**config.mk**
```make
export PLATFORM = sky130hd
export DESIGN_NAME = sls_accum
export DESIGN_NICKNAME = d
export VERILOG_FILES = /design/src/design/sls_pkg.sv /design/src/design/sls_accum.sv
export SDC_FILE = /design/constraint.sdc
export NUM_CORES = 1
export LEC_CHECK = 0
export BUFFER_PORTS_ARGS = -buffer_cell sky130_fd_sc_hd__buf_2
export CAP_MARGIN = 20
export CORE_ASPECT_RATIO = 1.5
export CORE_MARGIN = 10
export CORE_UTILIZATION = 50
export CTS_BUF_LIST = sky130_fd_sc_hd__clkbuf_4 sky130_fd_sc_hd__clkbuf_8
export CTS_CLUSTER_DIAMETER = 100
export DETAILED_ROUTE_END_ITERATION = 10
export PLACE_DENSITY = 0.74
export REMOVE_ABC_BUFFERS = 1
export SETUP_SLACK_MARGIN = 0.5
export SLEW_MARGIN = 20
export SYNTH_ARGS = -nofsm -noshare
export SYNTH_HDL_FRONTEND = slang
export SYNTH_SLANG_ARGS = --single-unit
```
**constraint.sdc**
```tcl
create_clock -name clk -period 3.1 [get_ports clk]
set_input_delay 0.155 -clock clk [delete_from_list [all_inputs] [get_ports clk]]
set_output_delay 0.155 -clock clk [all_outputs]
set_load 0.1 [all_outputs]
```
**src/design/sls_pkg.sv**
```systemverilog
package sls_pkg;

  // defaults for the top-level parameters
  localparam int MaxFeaturesDefault = 65536;
  localparam int WeightBitsDefault  = 24;

  // field widths fixed by the interface
  localparam int IndexBits  = 16;
  localparam int InWeightBits = 24;
  localparam int SumBits    = 32;
  localparam int ProbBits   = 16;
  localparam int CountBits  = 17;

  // reset value of the feature count register
  localparam logic [CountBits-1:0] FeatureCountReset = 17'h10000;

  // sigmoid clamp point, 8.0 in Q16.16
  localparam logic [19:0] SigClamp = 20'h80000;

  typedef enum logic [1:0] {
    CMD_WRITE  = 2'd0,
    CMD_ADD    = 2'd1,
    CMD_FINISH = 2'd2,
    CMD_NONE   = 2'd3
  } cmd_t;

  // accumulate-stage controls
  typedef struct packed {
    logic add;
    logic fin;
    logic in_range;
  } acc_ctl_t;

  // finished-instance snapshot handed to the sigmoid
  typedef struct packed {
    logic                      valid;
    logic signed [SumBits-1:0] sum;
    logic                      err;
  } snap_t;

  // round(65536 * sigmoid(k/2)), k = 0..16; larger codes hold the last point
  function automatic logic [15:0] sig_point(input logic [4:0] k);
    logic [15:0] v;
    case (k)
      5'd0:    v = 16'd32768;
      5'd1:    v = 16'd40793;
      5'd2:    v = 16'd47911;
      5'd3:    v = 16'd53581;
      5'd4:    v = 16'd57724;
      5'd5:    v = 16'd60565;
      5'd6:    v = 16'd62428;
      5'd7:    v = 16'd63615;
      5'd8:    v = 16'd64357;
      5'd9:    v = 16'd64816;
      5'd10:   v = 16'd65097;
      5'd11:   v = 16'd65269;
      5'd12:   v = 16'd65374;
      5'd13:   v = 16'd65438;
      5'd14:   v = 16'd65476;
      5'd15:   v = 16'd65500;
      default: v = 16'd65514;
    endcase
    return v;
  endfunction

endpackage

```
**src/design/sls_accum.sv**
```systemverilog
module sls_accum #(
  parameter int WEIGHT_BITS = 24
) (
  input  logic                          clk,
  input  logic                          rst,
  input  sls_pkg::acc_ctl_t             ctl,
  input  logic signed [WEIGHT_BITS-1:0] weight,
  output sls_pkg::snap_t                snap
);
  import sls_pkg::*;

  logic signed [SumBits-1:0] running_sum;
  logic                      error_seen;
  logic signed [SumBits:0]   wide_sum;
  logic signed [SumBits-1:0] sat_sum;

  // saturating add of the fetched weight
  always_comb begin
    wide_sum = (SumBits+1)'(running_sum) + (SumBits+1)'(weight);
    if (wide_sum[SumBits] != wide_sum[SumBits-1]) begin
      sat_sum = wide_sum[SumBits] ? {1'b1, {(SumBits-1){1'b0}}}
                                  : {1'b0, {(SumBits-1){1'b1}}};
    end else begin
      sat_sum = wide_sum[SumBits-1:0];
    end
  end

  // accumulator, error flag and snapshot on finish
  always_ff @(posedge clk) begin
    if (rst) begin
      running_sum <= '0;
      error_seen  <= 1'b0;
      snap.valid  <= 1'b0;
    end else begin
      snap.valid <= ctl.fin;
      if (ctl.add) begin
        if (ctl.in_range) begin
          running_sum <= sat_sum;
        end else begin
          error_seen <= 1'b1;
        end
      end
      if (ctl.fin) begin
        snap.sum    <= running_sum;
        snap.err    <= error_seen;
        running_sum <= '0;
        error_seen  <= 1'b0;
      end
    end
  end

endmodule

```
==> results of run 1 <==
-- per-layer routing --
metal | wire (µm) | vias to the layer above | global-route usage (%)
li1 | - | 1749 | -
met1 | 4269 | 1724 | 18.41
met4 | 232 | 0 | 8.306
met2 | 5836 | 81 | 30.02
met5 | 0 | - | 0
met3 | 558 | 19 | 2.756
-- cells by family after synthesis --
logic type / share of synthesized area (%)
AO/OA/AOI/OAI: 26.19
AND/OR/NAND/NOR: 7.632
flip-flops: 38.92
adder cells (fa/ha/maj): 17.65
buffers and inverters: 3.903
XOR/XNOR: 5.709
-- area by class of cell --
type	instances	area, µm²	area share, %
Tap cell	107	133.9	2.543
Timing Repair Buffer	88	583.1	11.07
Multi-Input combinational cell	322	2614	49.64
Clock inverter	5	53.80	1.022
Inverter	18	67.56	1.283
Clock buffer	11	138.9	2.638
Sequential cell	67	1674	31.80
-- cells in the mapped netlist, drive strengths merged, types with 7 or more instances --
cell type / instances
ha: 32
nand3: 9
edfxtp: 33
xor2: 14
clkbuf: 10
a21oi: 69
a21o: 7
dfxtp: 34
buf: 9
xnor2: 14
maj3: 30
nand2: 25
a211oi: 8
o21ai: 45
nor2: 16
inv: 18
-- worst max-delay path: stages, from the launching register on --
cell and delay, ns:
dfxtp_2 0.36, ha_4 0.14, inv_2 0.03, fa_2 0.33
nand2b_4 0.16, a21oi_4 0.17, o2111ai_4 0.15, a211oi_2 0.30
o21bai_2 0.12, a211oi_4 0.28, o2bb2ai_4 0.18, clkbuf_16 0.21
maj3_2 0.31, a21oi_2 0.12
-- state kept, by name, summed over array words and instances, names as in the netlist --
| register | flops |
|---|---|
| error_seen | 1 |
| running_sum | 32 |
| snap | 34 |
-- power breakdown --
| part | leakage, nW | internal (mW) | switching [mW] |
|---|---|---|---|
| Sequential | 0.588 | 0.965 | 0.0182 |
| Combinational | 1.36 | 0.246 | 0.440 |
| Clock | 0.0938 | 0.386 | 0.344 |
| Total | 2.04 | 1.60 | 0.803 |
-- path summary, 6_finish.rpt --
path             startpoint         endpoint  slack (ns)  cells after the start
max          running_sum[0]  running_sum[21]        0.17                     13
max reg2reg  running_sum[0]  running_sum[21]        0.17                     13
min                     rst         snap[33]        0.04                      2
min reg2reg      error_seen          snap[0]        0.45                      0
-- through the flow --
stage / power (mW) / util, % / setup TNS, ns / area [µm²] / setup WS [ns]
2_1_floorplan: 1.488 / - / -20.07 / 4195 / -0.7283
3_3_place_gp: 1.622 / 56.60 / 0 / 4762 / 0.1067
3_5_place_dp: 1.635 / 56.60 / 0 / 4762 / 0.02248
4_1_cts: 2.376 / 60.71 / 0 / 5107 / 0.1845
5_1_grt: 2.496 / 62.58 / 0 / 5265 / 0.05404
6_report: 2.399 / 62.58 / 0 / 5265 / 0.1690
-- what timing repair did --
item	in CTS	in global routing
gates resized for setup	11	17
setup endpoints to repair	32	32
gates cloned	1	2
pin swaps	14	26
setup buffers	9	3
==> flow_summary.toml, run 1 <==
[route]
wl_per_cell_um = 17.63
postRouteWirelength_um = 10900
via_count = 3573
drc = 0
viasPerCell = 5.782
drt_pass1_iterations = 5
ant_nets = 0
detail_route.iter0.violations = 173

[run_status]
status = "finished clean"

[min_path]
hold_class = "input pin to register"

[critical_path]
worstPathRequired_ns = 3.38
path_class = "register to register"
endpoint_kind = "register"
crit_path_max_fanout = 7
worstPathArrival_ns = 3.21
crit_path_start_kind = "register"

[logic_synthesis]
syn_inst = 426
synth-seq-cells = 67
yosys_warnings = 0
yosys.area.top_type_share_pct = 23.07
ys_seq_area_share_pct = 38.92
synth_area_per_cell_um2 = 10.08
synth_edf_count = 33
netlist_area_um2 = 4295
synth_ff_type = "dfxtp_1"
async_flop_share_pct = 0
synth_top_area_cell = "edfxtp_1"
synthTopCellsByArea = "edfxtp_1 (23%), dfxtp_1 (16%), ha_1 (9.3%), maj3_2 (7.9%), a21oi_2 (5.9%)"
ys_types = 53

[sta]
fin_crit_ns = 2.931
holdWs_ns = 0.03615
final-max-slew-violation-count = 0
max-slew-margin-rel_pct = 31.64
rsz0062_at_grt = "true"
setup_viol = 0
max_freq_ghz = 0.3412
worstMarginPinSlew_ns = 1.023
hold_viol = 0
period_share_pct = 94.55
fin_skew_ns = 0.008622

[floorplanning]
std_cell_rows = 41
die_area_um2 = 12770
die_x_um = 95.68
initial_core_util_pct = 51.06
core-area_um2 = 8413
die_y_um = 133.5
pin_count = 63

[clocking]
clock_latency_ns = 0.35
cts.sinks = 67
cts_buffers = 9
cts_root_buf = "clkbuf_8"
cts_tree = "yes"
clock_path_buffers = 2
ctsHoldBuffers = 0
clkTransAtPathRegs_ns = 0.07
h-tree-depth = 3

[global_routing]
grt_usage_pct = 16.87
grt_pass1_wl_um = 17260
first_global_vias = 3692
grt_start_max_net_pins = 63
antenna_found_initial = 0
grt_overflow_total = 0

[power]
irDropWorstVdd_mv = 0.2177
p_per_area_nw_per_um2 = 455.7
p_leak_nw = 2.044

[job]
maxCapViolations = 0

[placement]
dpl.cell_count = 587
io_buffers = 62
place_hpwl_um = 7452
gp_congestion = 0.9351

[cells_and_area]
final_common_cell = "buf_2"
area_growth_pct = 22.58
layout-drive-gt1-share_pct = 38.75
finish.net_count = 568
fin_cells = 618
diodes = 0
fillers = 720
final_cell_mix = "buf_2 (62), a21oi_1 (38), o21ai_0 (38)"
(Power assumes the default switching activity.)
==> inputs of run 2 (changes only) <==
PLACE_DENSITY = 0.71   (was 0.74)
clock period = 3.8 ns   (was 3.1 ns; I/O delays follow)
==> run 2 against run 1 <==
Critical endpoint is now running_sum[3]. Sequential share of layout area up 1.8 points. Non-clock buffer count down 18. Utilization down 3.5 points. Design area down 5.6%. Critical path depth unchanged. Combinational power down 27%.
==> flow_summary.toml, run 2 (synthesized netlist as in run 1, its figures left out) <==
[critical_path]
worstPathArrival_ns = 3.35
crit_start = "running_sum[0]"
endpoint_kind = "register"
crit_path_start_kind = "register"
worstPathRequired_ns = 4.07
crit_path_max_fanout = 17
path_class = "register to register"
r2r_start = "running_sum[0]"

[sta]
fin_skew_ns = 0.01731
max-slew-margin-rel_pct = 31.69
worstMarginPinSlew_ns = 1.025
tns_ns = 0
fin_ws_ns = 0.7192
rsz0062_at_grt = "false"
period_share_pct = 81.07
setup_viol = 0
final-max-slew-violation-count = 0
hold_viol = 0
fin_crit_ns = 3.081
max_freq_ghz = 0.3246

[power]
p_leak_nw = 1.949
irDropWorstVdd_mv = 0.2439
p_per_area_nw_per_um2 = 406.1

[clocking]
cts_tree = "yes"
clock_latency_ns = 0.36
clkTransAtPathRegs_ns = 0.08
cts.sinks = 67
ctsHoldBuffers = 0
cts_root_buf = "clkbuf_8"
clock_path_buffers = 2
cts_buffers = 9
h-tree-depth = 3

[cells_and_area]
diodes = 0
top_register = "snap"
final_common_cell = "buf_2"
design_area_um2 = 4972
biggestRegsByFlops = "snap x34, running_sum x32, error_seen x1"
area_growth_pct = 15.76
finish.net_count = 550
final_util_pct = 59.10
layout-drive-gt1-share_pct = 33.06
final_cell_mix = "buf_2 (62), a21oi_1 (40), o21ai_0 (38)"
largest_reg_flops = 34

[global_routing]
grt_start_max_net_pins = 51
grt_overflow_total = 0
grt_pass1_wl_um = 15350
grt_usage_pct = 14.92
antenna_found_initial = 0
first_global_vias = 3427

[route]
postRouteWirelength_um = 9429
via_count = 3372
ant_nets = 0
drt_pass1_iterations = 4
viasPerCell = 5.620
detail_route.iter0.violations = 115
drc = 0
wl_per_cell_um = 15.72

[floorplanning]
die_x_um = 95.68
pin_count = 63
die_y_um = 133.5
core-area_um2 = 8413
std_cell_rows = 41
die_area_um2 = 12770
initial_core_util_pct = 51.06

[placement]
place_area_um2 = 4700
pre_cts_ws_ns = 0.6088
gp_congestion = 0.9012
place_hpwl_um = 6895
io_buffers = 62

[job]
maxCapViolations = 0

[min_path]
holdCritStartpoint = "rst"
hold_class = "input pin to register"

[run_status]
status = "finished clean"
-- run 2: final timing paths --
kind	end	slack (ns)	depth (start not counted)
worst max-delay path	running_sum[3]	0.72	13
worst max register to register	running_sum[3]	0.72	13
worst min register to register	snap[1]	0.45	0
worst min-delay path	snap[33]	0.05	2
-- run 2: critical path: stages, from the launching register on --
cell and delay [ns]:
dfxtp_2 0.34, ha_2 0.18, inv_1 0.05, fa_1 0.39, nand2b_4 0.16, a21oi_2 0.21
o2111ai_2 0.16, a211oi_2 0.27, o21bai_2 0.16, a211oi_4 0.32, o2bb2ai_4 0.11, buf_6 0.18
maj3_2 0.32, a21oi_1 0.13
-- run 2: layout make-up --
type / instances / area, µm²
fillers: 732 / 3441
multi-input cells: 322 / 2481
flip-flops and latches: 67 / 1673
repair buffers: 70 / 377.9
well taps: 107 / 133.9
clock buffers: 9 / 123.9
clock inverters: 7 / 115.1
inverters: 18 / 67.56
-- run 2: report_power, final --
part | switching, mW | total (mW) | internal, mW
Sequential | 0.0133 | 0.801 | 0.787
Clock | 0.285 | 0.720 | 0.435
Combinational | 0.332 | 0.499 | 0.167
Total | 0.630 | 2.02 | 1.39
-- run 2: metrics by stage --
| stage | cells | total power [mW] | hold WS (ns) |
|---|---|---|---|
| after CTS | 598 | 2.030 | 0.03966 |
| after detailed placement | 582 | 1.313 | 0.4266 |
| after global placement | 582 | 1.307 | 0.4163 |
| after floorplan | 407 | 1.214 | 0.2616 |
| final | 600 | 2.019 | 0.05037 |
| after global routing | 600 | 2.102 | 0.05800 |
-- run 2: metal layers --
layer / global-route usage [%] / part of all wire [%] / vias to the layer above
met5: 0 / 0 / -
met3: 3.656 / 4.2 / 25
met4: 9.128 / 4.1 / 0
met2: 26.40 / 51 / 65
li1: - / - / 1704
met1: 14.94 / 40 / 1578
-- run 2: timing repair --
item	in CTS	in global routing
endpoints found under the setup margin	0	31
resized for setup	0	5
setup buffers	0	2
==> inputs of run 3 (changes only) <==
ABC_AREA = 1   (was not set)
PLACE_DENSITY = 0.74   (was 0.71)
clock period = 2.5 ns   (was 3.8 ns; I/O delays follow)
==> run 3 against run 2 <==
Wire length is 71% higher. Combinational power increased by 100%. Worst hold slack better by 0.14 ns. Sequential power increased by 54%. Register-to-register slack got worse by 0.49 ns. Critical path depth rose by 4. Die area grew 6.2%. Synthesized cell count rose by 47%. Non-clock buffer count grew 31. Worst setup slack got worse by 0.49 ns. Clock-buffer cell count is the same. Total power grew 57%.
==> flow_summary.toml, run 3 <==
[floorplanning]
die_x_um = 98.48
pin_count = 63
std_cell_rows = 42
initial_core_util_pct = 51.71
die_area_um2 = 13560
core-area_um2 = 8934
die_y_um = 137.7

[critical_path]
r2r_slack_ns = 0.23
crit_path_max_fanout = 6
crit_path_start_kind = "register"
endpoint_kind = "register"
path_class = "register to register"
r2r_start = "running_sum[0]"
r2r_cells = 17
worstPathRequired_ns = 2.74
r2r_end = "running_sum[5]"
worstPathArrival_ns = 2.51

[clocking]
clock_latency_ns = 0.37
h-tree-depth = 3
cts_tree = "yes"
clkTransAtPathRegs_ns = 0.08
cts.sinks = 67
clock_path_buffers = 2
cts_root_buf = "clkbuf_8"
cts_buffers = 9

[logic_synthesis]
synth_ff_type = "dfxtp_1"
synthTopCellsByArea = "edfxtp_1 (21%), nand2_1 (16%), dfxtp_1 (15%), ha_1 (8.7%), inv_1 (6.1%)"
async_flop_share_pct = 0
synth-seq-cells = 67
synth_common_cells = "nand2_1 (199), inv_1 (75), nor2_1 (50)"
ys_seq_area_share_pct = 36.19
synth_top_area_cell = "edfxtp_1"
synth_edf_count = 33
yosysMostFrequentCell = "nand2_1"
yosys.area.top_type_share_pct = 21.45
netlist_area_um2 = 4619
ys_types = 30
yosys_warnings = 0
synth_area_per_cell_um2 = 7.356
syn_inst = 628

[sta]
fin_crit_ns = 2.269
hold_viol = 0
final-max-slew-violation-count = 0
worstMarginPinSlew_ns = 0.5009
period_share_pct = 90.78
holdWs_ns = 0.1919
setup_viol = 0
fin_skew_ns = 0.01525
max_freq_ghz = 0.4406
max-slew-margin-rel_pct = 66.84
rsz0062_at_grt = "true"
tns_ns = 0

[route]
detail_route.iter0.violations = 288
ant_nets = 0
wl_per_cell_um = 19.13
via_count = 4767
drt_pass1_iterations = 5
drc = 0
postRouteWirelength_um = 16120
viasPerCell = 5.655

[power]
switchingPower_mw = 1.172
share_seq_of_total_power_pct = 38.8
p_per_area_nw_per_um2 = 500.1
p_leak_nw = 2.953
comb_power_share_pct = 31.9
power_frac_clock_pct = 29.3
swShare_pct = 36.92
intPower_mw = 2.002
irDropWorstVdd_mv = 0.3882

[placement]
io_buffers = 62
gp_congestion = 0.9519
place_hpwl_um = 10590
dpl.cell_count = 797

[cells_and_area]
final_common_cell = "nand2_1"
finish.net_count = 790
final_cell_mix = "nand2_1 (174), inv_1 (73), buf_2 (62)"
layout-drive-gt1-share_pct = 37.93
area_growth_pct = 37.35
largest_reg_flops = 34
biggestRegsByFlops = "snap x34, running_sum x32, error_seen x1"
diodes = 0
fin_cells = 843
final_util_pct = 71.02
top_register = "snap"

[job]
maxCapViolations = 0

[global_routing]
antenna_found_initial = 0
grt_overflow_total = 0
first_global_vias = 4819
grt_start_max_net_pins = 33
grt_usage_pct = 22.12
grt_pass1_wl_um = 23830

[min_path]
hold_class = "input pin to register"
hold_path_end = "running_sum[0]"
holdCritStartpoint = "weight[0]"
hold_depth = 4

[run_status]
status = "finished clean"
## run 3: worst max path at each step
stage,slack (ns),endpoint,from,depth (start not counted)
final,0.23,running_sum[5],running_sum[0],17
after global routing,0.11,running_sum[12],running_sum[10],14
after CTS,0.33,running_sum[25],running_sum[0],17
after detailed placement,0.10,running_sum[27],weight[23],13
after global placement,0.14,running_sum[19],weight[23],13
after floorplan,-0.09,running_sum[19],running_sum[0],15
## run 3: layout make-up
cell class	count	area (µm²)
timing repair buffer	101	757.0
multi-input combinational	473	3264
tap	110	137.6
clock inverter	7	67.56
inverter	76	285.3
sequential	67	1709
clock buffer	9	123.9
fill	686	2589
## run 3: cell families (layout without fill, tap and decap cells)
kind of cell             Yosys count  after routing  share of synthesized area [%]
adder cells (fa/ha/maj)           33             33                          9.101
AND/OR/NAND/NOR                  308            308                          27.22
flip-flops                        67             67                          36.19
AO/OA/AOI/OAI                    114            114                          15.55
XOR/XNOR                          18             18                          3.413
buffers and inverters             88            193                          8.532
## run 3: power by group through the flow
stage | clock network, mW | logic, mW | registers [mW]
finish | 0.930 | 1.01 | 1.23
global route | 0.968 | 1.07 | 1.23
floorplan | 0 | 0.373 | 1.42
global placement | 0 | 0.735 | 1.24
detailed placement | 0 | 0.744 | 1.24
CTS | 0.925 | 0.892 | 1.23
## run 3: layer usage
metal | vias to the layer above | global-route usage, % | wire length (µm)
met5 | - | 0 | 0
met2 | 213 | 43.17 | 8703
met4 | 0 | 12.54 | 946
met3 | 81 | 4.564 | 955
met1 | 2225 | 20.66 | 5517
li1 | 2248 | - | -
## run 3: stage by stage
stage	power [mW]	instance area (µm²)	setup WS, ns
2_1_floorplan	1.791	4511	-0.09280
3_3_place_gp	1.977	5059	0.1429
3_5_place_dp	1.988	5059	0.1031
4_1_cts	3.044	6003	0.3331
5_1_grt	3.274	6345	0.1094
6_report	3.173	6345	0.2305
## run 3: what timing repair did
item,in CTS,in global routing
setup endpoints to repair,32,32
gates resized for setup,107,56
hold endpoints to repair,2,0
hold buffers,3,0
buffers inserted,15,7
gates cloned,2,3
pin swaps,14,22
## run 3: critical path, cell delays in order, from the launching register on
cell,delay (ns)
dfxtp_2,0.36
ha_4,0.14
inv_2,0.04
fa_2,0.34
inv_2,0.07
nand2_2,0.05
nand2_2,0.07
nand3_2,0.06
nand2_2,0.08
nand2_2,0.06
nand2_4,0.07
nand2_4,0.07
nand3_4,0.07
nand2_4,0.06
a21oi_4,0.20
buf_6,0.17
buf_12,0.14
a21oi_2,0.06
