===== src/design/sls_pkg.sv =====
package sls_pkg;

  // defaults for the top-level parameters
  localparam int MaxFeaturesDefault = 65536;
  localparam int WeightBitsDefault  = 24;

  // field widths fixed by the interface
  localparam int IndexBits  = 16;
  localparam int InWeightBits = 24;
  localparam int SumBits    = 32;
  localparam int ProbBits   = 16;
  localparam int CountBits  = 17;

  // reset value of the feature count register
  localparam logic [CountBits-1:0] FeatureCountReset = 17'h10000;

  // sigmoid clamp point, 8.0 in Q16.16
  localparam logic [19:0] SigClamp = 20'h80000;

  typedef enum logic [1:0] {
    CMD_WRITE  = 2'd0,
    CMD_ADD    = 2'd1,
    CMD_FINISH = 2'd2,
    CMD_NONE   = 2'd3
  } cmd_t;

  // accumulate-stage controls
  typedef struct packed {
    logic add;
    logic fin;
    logic in_range;
  } acc_ctl_t;

  // finished-instance snapshot handed to the sigmoid
  typedef struct packed {
    logic                      valid;
    logic signed [SumBits-1:0] sum;
    logic                      err;
  } snap_t;

  // round(65536 * sigmoid(k/2)), k = 0..16; larger codes hold the last point
  function automatic logic [15:0] sig_point(input logic [4:0] k);
    logic [15:0] v;
    case (k)
      5'd0:    v = 16'd32768;
      5'd1:    v = 16'd40793;
      5'd2:    v = 16'd47911;
      5'd3:    v = 16'd53581;
      5'd4:    v = 16'd57724;
      5'd5:    v = 16'd60565;
      5'd6:    v = 16'd62428;
      5'd7:    v = 16'd63615;
      5'd8:    v = 16'd64357;
      5'd9:    v = 16'd64816;
      5'd10:   v = 16'd65097;
      5'd11:   v = 16'd65269;
      5'd12:   v = 16'd65374;
      5'd13:   v = 16'd65438;
      5'd14:   v = 16'd65476;
      5'd15:   v = 16'd65500;
      default: v = 16'd65514;
    endcase
    return v;
  endfunction

endpackage


===== src/design/sls_sigmoid.sv =====
module sls_sigmoid (
  input  logic                               clk,
  input  logic                               rst,
  input  sls_pkg::snap_t                     snap,
  output logic                               done,
  output logic [sls_pkg::ProbBits-1:0]       probability,
  output logic signed [sls_pkg::SumBits-1:0] raw_sum,
  output logic                               bad_index
);
  import sls_pkg::*;

  // magnitude stage registers
  logic                      a_valid;
  logic                      a_neg;
  logic [4:0]                a_seg;
  logic [14:0]               a_frac;
  logic signed [SumBits-1:0] a_sum;
  logic                      a_err;

  logic [SumBits:0] mag;
  logic [19:0]      clamped;

  // absolute value and clamp to 8.0
  always_comb begin
    mag = snap.sum[SumBits-1] ? -(SumBits+1)'(snap.sum) : (SumBits+1)'(snap.sum);
    if (mag > (SumBits+1)'(SigClamp)) begin
      clamped = SigClamp;
    end else begin
      clamped = mag[19:0];
    end
  end

  always_ff @(posedge clk) begin
    if (rst) begin
      a_valid <= 1'b0;
    end else begin
      a_valid <= snap.valid;
    end
  end

  always_ff @(posedge clk) begin
    a_neg  <= snap.sum[SumBits-1];
    a_seg  <= clamped[19:15];
    a_frac <= clamped[14:0];
    a_sum  <= snap.sum;
    a_err  <= snap.err;
  end

  logic [15:0] base;
  logic [15:0] upper;
  logic [12:0] diff;
  logic [27:0] prod;
  logic [16:0] mag_prob;
  logic [16:0] prob;

  // table interpolation with round half up, mirrored for negative sums
  always_comb begin
    base  = sig_point(a_seg);
    upper = sig_point(a_seg + 5'd1);
    diff  = 13'(upper - base);
    prod  = 28'(diff) * 28'(a_frac) + 28'd16384;
    if (a_seg >= 5'd16) begin
      mag_prob = 17'(sig_point(5'd16));
    end else begin
      mag_prob = 17'(base) + 17'(prod[27:15]);
    end
    prob = a_neg ? 17'h10000 - mag_prob : mag_prob;
  end

  always_ff @(posedge clk) begin
    if (rst) begin
      done <= 1'b0;
    end else begin
      done <= a_valid;
    end
  end

  always_ff @(posedge clk) begin
    probability <= prob[ProbBits-1:0];
    raw_sum     <= a_sum;
    bad_index   <= a_err;
  end

endmodule


===== config.mk =====
export PLATFORM = sky130hd
export DESIGN_NAME = sls_sigmoid
export DESIGN_NICKNAME = d
export VERILOG_FILES = /design/src/design/sls_pkg.sv /design/src/design/sls_sigmoid.sv
export SDC_FILE = /design/constraint.sdc
export NUM_CORES = 1
export LEC_CHECK = 0
export ABC_CLOCK_PERIOD_IN_PS = 13000
export BUFFER_PORTS_ARGS = -buffer_cell sky130_fd_sc_hd__buf_4
export CAP_MARGIN = 10
export CORE_MARGIN = 2
export CORE_UTILIZATION = 50
export DETAILED_ROUTE_END_ITERATION = 7
export PLACE_DENSITY = 0.77
export SLEW_MARGIN = 20
export SYNTH_ARGS = -nofsm -noshare
export SYNTH_HDL_FRONTEND = slang
export SYNTH_SLANG_ARGS = --single-unit

===== constraint.sdc =====
create_clock -name clk -period 13 [get_ports clk]
set_input_delay 1.95 -clock clk [delete_from_list [all_inputs] [get_ports clk]]
set_output_delay 1.95 -clock clk [all_outputs]
set_load 0.01 [all_outputs]

==> results of run 1 <==
==> routing by layer <==
metal	track usage (%)	wire length [µm]	up-vias
met3	2.571	1222	53
met1	28.16	11770	4644
met5	0	0	-
met2	40.04	14170	276
li1	-	-	4543
met4	7.658	657	0
==> worst paths after layout <==
path	from	end	cells after the start
worst min register to register	a_err$_DFF_P_	bad_index$_DFF_P_	0
worst max register to register	a_seg[0]$_SDFF_PP0_	probability[14]$_DFF_P_	40
worst max-delay path	a_seg[0]$_SDFF_PP0_	probability[14]$_DFF_P_	40
worst min-delay path	a_err$_DFF_P_	bad_index$_DFF_P_	0
==> critical path: cells and delay by family, from the launching register on <==
family                   cells  cell delay, ns
flip-flops                   1            0.54
XOR/XNOR                     5            1.45
buffers and inverters        1            0.06
AND/OR/NAND/NOR              8            2.05
adder cells (fa/ha/maj)     10            4.41
AO/OA/AOI/OAI               16            3.52
==> power breakdown <==
part,total [mW],switching [mW],internal (mW)
combinational,0.0718,0.0400,0.0317
sequential,0.383,0.00427,0.378
clock,0.451,0.183,0.268
total,0.906,0.227,0.678
==> area by class of cell <==
cell class | count | area, µm²
Clock buffer | 18 | 429.2
Clock inverter | 14 | 137.6
Fill cell | 2180 | 10430
Inverter | 204 | 765.7
Multi-Input combinational cell | 997 | 8821
Sequential cell | 119 | 2382
Tap cell | 324 | 405.4
Timing Repair Buffer | 98 | 735.7
==> through the flow <==
stage / instances / cell area (µm²) / hold slack, ns / power (mW) / util (%)
3_5_place_dp: 1742 / 13110 / 0.3121 / 0.4607 / 54.39
4_1_cts: 1774 / 13680 / 0.3222 / 0.9127 / 56.74
6_report: 1774 / 13680 / 0.3210 / 0.9057 / 56.74
5_1_grt: 1774 / 13680 / 0.3292 / 0.9376 / 56.74
2_1_floorplan: 1373 / 12160 / 0.3096 / 0.4262 / -
3_3_place_gp: 1742 / 13110 / 0.3096 / 0.4592 / 54.39
==> synth_stat cells (all sizes together) (21+ instances only) <==
master	n	area, µm²
and2	48	301.5
o21ai	48	240.2
nand2b	23	143.9
inv	204	765.7
clkbuf	48	180.2
nor2	74	285.3
nor2b	21	131.4
a21oi	36	187.7
fa	144	2883
xor2	34	305.3
xnor2	41	359.1
ha	129	1614
nand2	191	726.9
dfxtp	119	2382
==> cells by family (layout without fill, tap and decap cells) <==
kind of cell / Yosys count / count (layout) / share of synthesized area (%)
fa+ha+maj: 273 / 273 / 36.99
simple gates: 453 / 453 / 18.33
buf+inv: 257 / 334 / 7.976
compound gates: 173 / 173 / 9.520
flops: 119 / 119 / 19.59
xor+xnor: 75 / 75 / 5.465
mux: 23 / 23 / 2.130
==> flow_metrics.py, run 1 <==
metrics = {
    "sta": {
        "fin_setup_tns_ns": 0,
        "slew_headroom_pct": 35.30,
        "period_share_pct": 93.01,
        "setup_viol": 0,
        "timing.final.max_slew_violations": 0,
        "worst_pin_slew_ns": 0.9657,
        "fin_skew_ns": 0.01013,
        "final_hold_viol_count": 0,
        "rsz0062_at_grt": "no",
        "setup_ws_ns": 0.9087,
        "finalCriticalPeriod_ns": 12.09,
        "fmax_mhz": 82.70,
    },
    "global_routing": {
        "grt_pass1_vias": 9655,
        "antenna_found_initial": 0,
        "grt_pass1_wl_mm": 46.91,
        "track_usage_pct": 22.40,
        "grt_start_max_net_pins": 36,
        "overflow": 0,
    },
    "clock_tree": {
        "post_cts_buffers": 0,
        "cts_tree": "done",
        "post_cts_resized": 0,
        "worstSkewPairLatency_ns": 0.41,
        "ctsLongestPathBuffers": 2,
        "cts-root-buf": "clkbuf_16",
        "path_clk_slew_ns": 0.06,
        "cts_sinks": 119,
        "cts_buffers": 17,
        "ctsHoldBuffers": 0,
        "h-tree-depth": 4,
    },
    "final_layout": {
        "mostFrequentLayoutCells": "inv_1 (204), nand2_1 (189), fa_1 (144), ha_1 (129), dfxtp_1 (119)",
        "nNetsFinal": 1746,
        "final_common_cell": "inv_1",
        "layout-drive-gt1-share_pct": 12.14,
        "areaGrowthSynthToFinish_pct": 12.49,
        "diodes": 0,
    },
    "critical_path": {
        "setup.worst_path.end_class": "register",
        "path_class": "register to register",
        "max_stage_delay_ns": 0.55,
        "rrSetupSlack_ns": 0.91,
        "cp.arrival_ns": 12.43,
        "cp_common_cell": "fa_1",
        "cp.required_ns": 13.34,
        "start_kind": "register",
        "slowest_stage": "fa_1",
        "cp_max_fo": 9,
    },
    "synthesis": {
        "synth-edff-count": 0,
        "synth.distinct_cells": 75,
        "synth_cells": 1373,
        "synth.avg_cell_area_um2": 8.855,
        "synth_nets": 1682,
        "ys_seq_elements": 119,
        "synth_ff_type": "dfxtp_1",
        "synth_area_um2": 12160,
        "async_reset_ff_share_pct": 0,
        "synthesis.yosys.warnings": 0,
        "seq_area_frac_synth_pct": 19.59,
    },
    "power": {
        "cellPowerDensity_nw_per_um2": 66.22,
        "p_leak_nw": 6.776,
        "ir_worst_vdd_mv": 0.09323,
    },
    "placed_design": {
        "portBuffers": 85,
        "hpwl_mm": 21.64,
        "pre_cts_ws_ns": 0.8818,
        "place_congestion": 0.8950,
    },
    "routing": {
        "vias": 9516,
        "wire_per_inst_um": 15.68,
        "drtIter0Drc": 483,
        "route.detailed.drc": 0,
        "viasPerCell": 5.364,
        "dr.pass1.iters": 5,
        "drt.antenna.violating_nets": 0,
        "wl_mm": 27.82,
    },
    "die": {
        "rows": 57,
        "die_x_um": 159.9,
        "core_area_um2": 24110,
        "initial_core_util_pct": 50.44,
        "io_pins": 86,
        "die_area_um2": 25580,
        "die_y_um": 159.9,
    },
    "run_status": {
        "outcome": "complete, no violations",
    },
    "flow_run": {
        "cap_violations": 0,
    },
    "worst_hold_path": {
        "hold_class": "register to register",
    },
}
No activity file was read; power rests on OpenSTA's default activity.
==> run 2: changes to the inputs <==
- REMOVE_ABC_BUFFERS: unset -> 1
==> flow_metrics.py, run 2 (synthesis results as in run 1) <==
metrics = {
    "critical_path": {
        "cp_max_fo": 17,
        "cp.required_ns": 13.29,
        "setup.worst_path.end_class": "register",
        "cp_common_cell": "fa_1",
        "cp.arrival_ns": 12.41,
        "start_kind": "register",
        "slowest_stage": "fa_1",
        "max_stage_delay_ns": 0.57,
        "path_class": "register to register",
    },
    "sta": {
        "setup_viol": 0,
        "timing.final.max_slew_violations": 0,
        "period_share_pct": 93.23,
        "slew_headroom_pct": 33.02,
        "finalCriticalPeriod_ns": 12.12,
        "worst_pin_slew_ns": 1.003,
        "fin_setup_tns_ns": 0,
        "final_hold_viol_count": 0,
        "rsz0062_at_grt": "no",
        "fmax_mhz": 82.51,
        "fin_skew_ns": 0.008882,
    },
    "power": {
        "cellPowerDensity_nw_per_um2": 66.98,
        "p_leak_nw": 6.787,
        "ir_worst_vdd_mv": 0.1036,
    },
    "final_layout": {
        "final_common_cell": "inv_1",
        "nNetsFinal": 1746,
        "layout-drive-gt1-share_pct": 12.14,
        "mostFrequentLayoutCells": "inv_1 (204), nand2_1 (189), fa_1 (144), ha_1 (129), dfxtp_1 (119)",
        "diodes": 0,
        "instances_no_fill": 1774,
        "areaGrowthSynthToFinish_pct": 12.70,
    },
    "routing": {
        "drt.antenna.violating_nets": 0,
        "viasPerCell": 5.420,
        "wire_per_inst_um": 16.50,
        "route.detailed.drc": 0,
        "vias": 9615,
        "dr.pass1.iters": 7,
        "wl_mm": 29.27,
        "drtIter0Drc": 476,
    },
    "clock_tree": {
        "post_cts_resized": 0,
        "h-tree-depth": 4,
        "ctsLongestPathBuffers": 2,
        "post_cts_buffers": 0,
        "ctsHoldBuffers": 0,
        "cts_buffers": 17,
        "path_clk_slew_ns": 0.06,
        "cts_sinks": 119,
        "worstSkewPairLatency_ns": 0.41,
        "cts_tree": "done",
        "cts-root-buf": "clkbuf_16",
    },
    "die": {
        "initial_core_util_pct": 50.44,
        "core_area_um2": 24110,
        "die_y_um": 159.9,
        "io_pins": 86,
        "die_area_um2": 25580,
        "die_x_um": 159.9,
        "rows": 57,
    },
    "global_routing": {
        "grt_pass1_wl_mm": 47.59,
        "overflow": 0,
        "track_usage_pct": 23.18,
        "grt_pass1_vias": 9628,
        "grt_start_max_net_pins": 36,
        "antenna_found_initial": 0,
    },
    "placed_design": {
        "dp_cells": 1742,
        "place_congestion": 0.9046,
        "portBuffers": 85,
        "hpwl_mm": 22.95,
    },
    "flow_run": {
        "cap_violations": 0,
    },
    "worst_hold_path": {
        "hold_class": "register to register",
    },
    "run_status": {
        "outcome": "complete, no violations",
    },
}
[run 2: area by class of cell]
| cell class | count | area, µm² |
|---|---|---|
| Fill cell | 2163 | 10400 |
| Inverter | 204 | 765.7 |
| Timing Repair Buffer | 98 | 735.7 |
| Clock buffer | 21 | 460.4 |
| Sequential cell | 119 | 2382 |
| Tap cell | 324 | 405.4 |
| Clock inverter | 11 | 123.9 |
| Multi-Input combinational cell | 997 | 8828 |
[run 2: worst max-delay path, delay by kind of cell, from the launching register on]
family	cells	cell delay (ns)
xor+xnor	3	0.64
buf+inv	3	0.37
simple gates	8	2.09
compound gates	14	3.57
fa+ha+maj	11	4.82
flops	1	0.52
[run 2: per-layer routing]
layer | vias to the layer above | global-route usage [%] | share of wire, %
met2 | 321 | 39.55 | 49
li1 | 4547 | - | -
met1 | 4695 | 29.14 | 42
met4 | 0 | 9.214 | 3.1
met5 | - | 0 | 0
met3 | 52 | 4.312 | 5.9
[run 2: final timing paths]
kind                                     startpoint                 endpoint  slack (ns)  cells past startpoint
worst min register to register     a_sum[3]$_DFF_P_       raw_sum[3]$_DFF_P_        0.32                      0
worst max-delay path            a_seg[0]$_SDFF_PP0_  probability[15]$_DFF_P_        0.88                     39
worst max register to register  a_seg[0]$_SDFF_PP0_  probability[15]$_DFF_P_        0.88                     39
worst min-delay path               a_sum[3]$_DFF_P_       raw_sum[3]$_DFF_P_        0.32                      0
[run 2: report_power, final]
part           leakage [nW]  switching, mW  internal [mW]
logic                  5.52         0.0411         0.0317
clock network         0.279          0.169          0.292
registers             0.990        0.00460          0.379
[run 2: stage by stage]
| stage | cell area [µm²] | hold slack (ns) | total power, mW | utilization (%) | setup WS, ns |
|---|---|---|---|---|---|
| after floorplan | 11950 | 0.3096 | 0.4237 | - | 1.823 |
| after global placement | 13100 | 0.3105 | 0.4617 | 54.35 | 1.050 |
| after detailed placement | 13100 | 0.3121 | 0.4626 | 54.35 | 0.6703 |
| after CTS | 13690 | 0.3253 | 0.9241 | 56.78 | 0.6032 |
| after global routing | 13700 | 0.3268 | 0.9456 | 56.84 | 0.1363 |
| final | 13700 | 0.3220 | 0.9177 | 56.84 | 0.8799 |
==> run 3: changes to the inputs <==
- ABC_AREA: unset -> 1
==> flow_metrics.py, run 3 <==
metrics = {
    "run_status": {
        "outcome": "complete, no violations",
    },
    "synthesis": {
        "post_synth_xor_area_fraction_pct": 2.662,
        "synth.area.mux_share_pct": 0,
        "synthesis.yosys.warnings": 0,
        "synth_ff_type": "dfxtp_1",
        "synth_compound_area_share_pct": 6.483,
        "async_reset_ff_share_pct": 0,
        "synth.avg_cell_area_um2": 7.510,
        "yosys.area.top_type": "fa_1",
        "synth_area_um2": 12740,
        "synthTopCellsByCount": "nand2_1 (399), inv_1 (312), nor2_1 (200)",
        "synth.distinct_cells": 50,
        "yosysMostFrequentCell": "nand2_1",
        "synth-simple-area-share_pct": 25.82,
        "synth_fa_ha_area_share_pct": 35.30,
        "synth_top_area_share_pct": 22.63,
        "synth-edff-count": 0,
        "ys_seq_elements": 119,
        "synth_top_family_by_area": "adder cells",
        "seq_area_frac_synth_pct": 18.70,
        "synth_cells": 1696,
        "synthTopCellsByArea": "fa_1 (23%), dfxtp_1 (19%), ha_1 (13%)",
    },
    "global_routing": {
        "overflow": 0,
        "grt_start_max_net_pins": 38,
        "antenna_found_initial": 0,
        "grt_pass1_vias": 11050,
        "track_usage_pct": 24.84,
        "grt_pass1_wl_mm": 52.61,
    },
    "placed_design": {
        "place_congestion": 0.9495,
        "portBuffers": 85,
        "dp_cells": 2079,
        "hpwl_mm": 25.47,
    },
    "routing": {
        "drtIter0Drc": 750,
        "drt.antenna.violating_nets": 0,
        "dr.pass1.iters": 5,
        "wl_mm": 31.51,
        "vias": 11060,
        "wire_per_inst_um": 14.93,
        "route.detailed.drc": 0,
        "viasPerCell": 5.239,
    },
    "die": {
        "core_area_um2": 25110,
        "die_y_um": 163.6,
        "initial_core_util_pct": 50.73,
        "die_x_um": 163.6,
        "io_pins": 86,
        "rows": 58,
        "die_area_um2": 26770,
    },
    "worst_hold_path": {
        "hold_depth": 0,
        "min_from": "a_sum[22]$_DFF_P_",
        "whs_endpoint": "raw_sum[22]$_DFF_P_",
        "hold_class": "register to register",
    },
    "critical_path": {
        "start_kind": "register",
        "cp.required_ns": 13.32,
        "cp_max_fo": 10,
        "slowest_stage": "o311ai_0",
        "cp.arrival_ns": 11.25,
        "r2r-start": "a_seg[0]$_SDFF_PP0_",
        "setup.worst_path.end_class": "register",
        "rrSetupSlack_ns": 2.07,
        "max_stage_delay_ns": 0.70,
        "r2r_cells": 42,
        "cp_common_cell": "fa_1",
        "r2r-end": "probability[10]$_DFF_P_",
        "path_class": "register to register",
    },
    "sta": {
        "rsz0062_at_grt": "no",
        "final_hold_viol_count": 0,
        "timing.final.max_slew_violations": 0,
        "slew_headroom_pct": 46.05,
        "fin_skew_ns": 0.007780,
        "fmax_mhz": 91.46,
        "worst_pin_slew_ns": 0.8065,
        "period_share_pct": 84.11,
        "fin_hold_ws_ns": 0.3249,
        "finalCriticalPeriod_ns": 10.93,
        "setup_viol": 0,
        "fin_setup_tns_ns": 0,
    },
    "clock_tree": {
        "path_clk_slew_ns": 0.06,
        "ctsLongestPathBuffers": 2,
        "h-tree-depth": 4,
        "post_cts_buffers": 0,
        "cts_buffers": 17,
        "cts-root-buf": "clkbuf_16",
        "worstSkewPairLatency_ns": 0.43,
        "ctsHoldBuffers": 0,
        "post_cts_resized": 0,
        "cts_sinks": 119,
        "cts_tree": "done",
    },
    "final_layout": {
        "mostFrequentLayoutCells": "nand2_1 (399), inv_1 (312), nor2_1 (200), fa_1 (144), ha_1 (129)",
        "final_util_pct": 56.56,
        "areaGrowthSynthToFinish_pct": 11.50,
        "instances_no_fill": 2111,
        "final_common_cell": "nand2_1",
        "nNetsFinal": 2077,
        "diodes": 0,
        "fillers": 2327,
        "layout-drive-gt1-share_pct": 10.50,
    },
    "power": {
        "ir_worst_vdd_mv": 0.06919,
        "p_leak_nw": 7.541,
        "cellPowerDensity_nw_per_um2": 63.58,
        "total_power_mw": 0.9030,
    },
    "flow_run": {
        "cap_violations": 0,
    },
}
-- run 3: worst max-delay path: cells and delay by family, from the launching register on --
family          cells  cell delay [ns]
flops               1             0.39
simple gates       15             1.85
buf+inv             5             0.44
compound gates      7             2.00
fa+ha+maj          12             5.18
xor+xnor            3             0.98
-- run 3: metrics by stage --
step	cell area [µm²]	worst slack, ns
final	14200	2.066
after global routing	14200	1.191
after CTS	14200	2.288
after detailed placement	13640	2.344
after global placement	13640	2.629
after floorplan	12560	3.594
-- run 3: how the worst max path moves through the flow --
stage	slack (ns)	start	endpoint
final	2.07	a_seg[0]$_SDFF_PP0_	probability[10]$_DFF_P_
after global routing	1.19	a_seg[0]$_SDFF_PP0_	probability[15]$_DFF_P_
after CTS	2.29	a_seg[0]$_SDFF_PP0_	probability[10]$_DFF_P_
after detailed placement	2.34	a_seg[0]$_SDFF_PP0_	probability[10]$_DFF_P_
after global placement	2.63	a_seg[0]$_SDFF_PP0_	probability[13]$_DFF_P_
after floorplan	3.59	a_seg[0]$_SDFF_PP0_	probability[10]$_DFF_P_
-- run 3: metal layers --
layer | vias up | GRT usage (%) | routed length, µm
met1 | 5229 | 31.26 | 13060
li1 | 5352 | - | -
met4 | 0 | 10.73 | 1127
met2 | 407 | 42.11 | 15210
met3 | 71 | 4.038 | 2112
met5 | - | 0 | 0
-- run 3: cells by family after synthesis --
| family | count (synthesis) |
|---|---|
| buf+inv | 364 |
| fa+ha+maj | 273 |
| compound gates | 146 |
| simple gates | 757 |
| xor+xnor | 37 |
| flops | 119 |
-- run 3: where the power goes --
part / internal [mW] / total [mW] / switching (mW) / leakage [nW]
sequential: 0.378 / 0.382 / 0.00374 / 0.990
combinational: 0.0295 / 0.0736 / 0.0440 / 6.28
clock: 0.254 / 0.447 / 0.193 / 0.269
total: 0.662 / 0.903 / 0.241 / 7.54
-- run 3: layout make-up --
class | count | area [µm²] | area share, %
Multi-Input combinational cell | 1213 | 8950 | 63.02
Sequential cell | 119 | 2382 | 16.77
Inverter | 328 | 1231 | 8.669
Timing Repair Buffer | 89 | 668.1 | 4.704
Clock buffer | 18 | 439.2 | 3.092
Tap cell | 330 | 412.9 | 2.907
Clock inverter | 14 | 118.9 | 0.8369
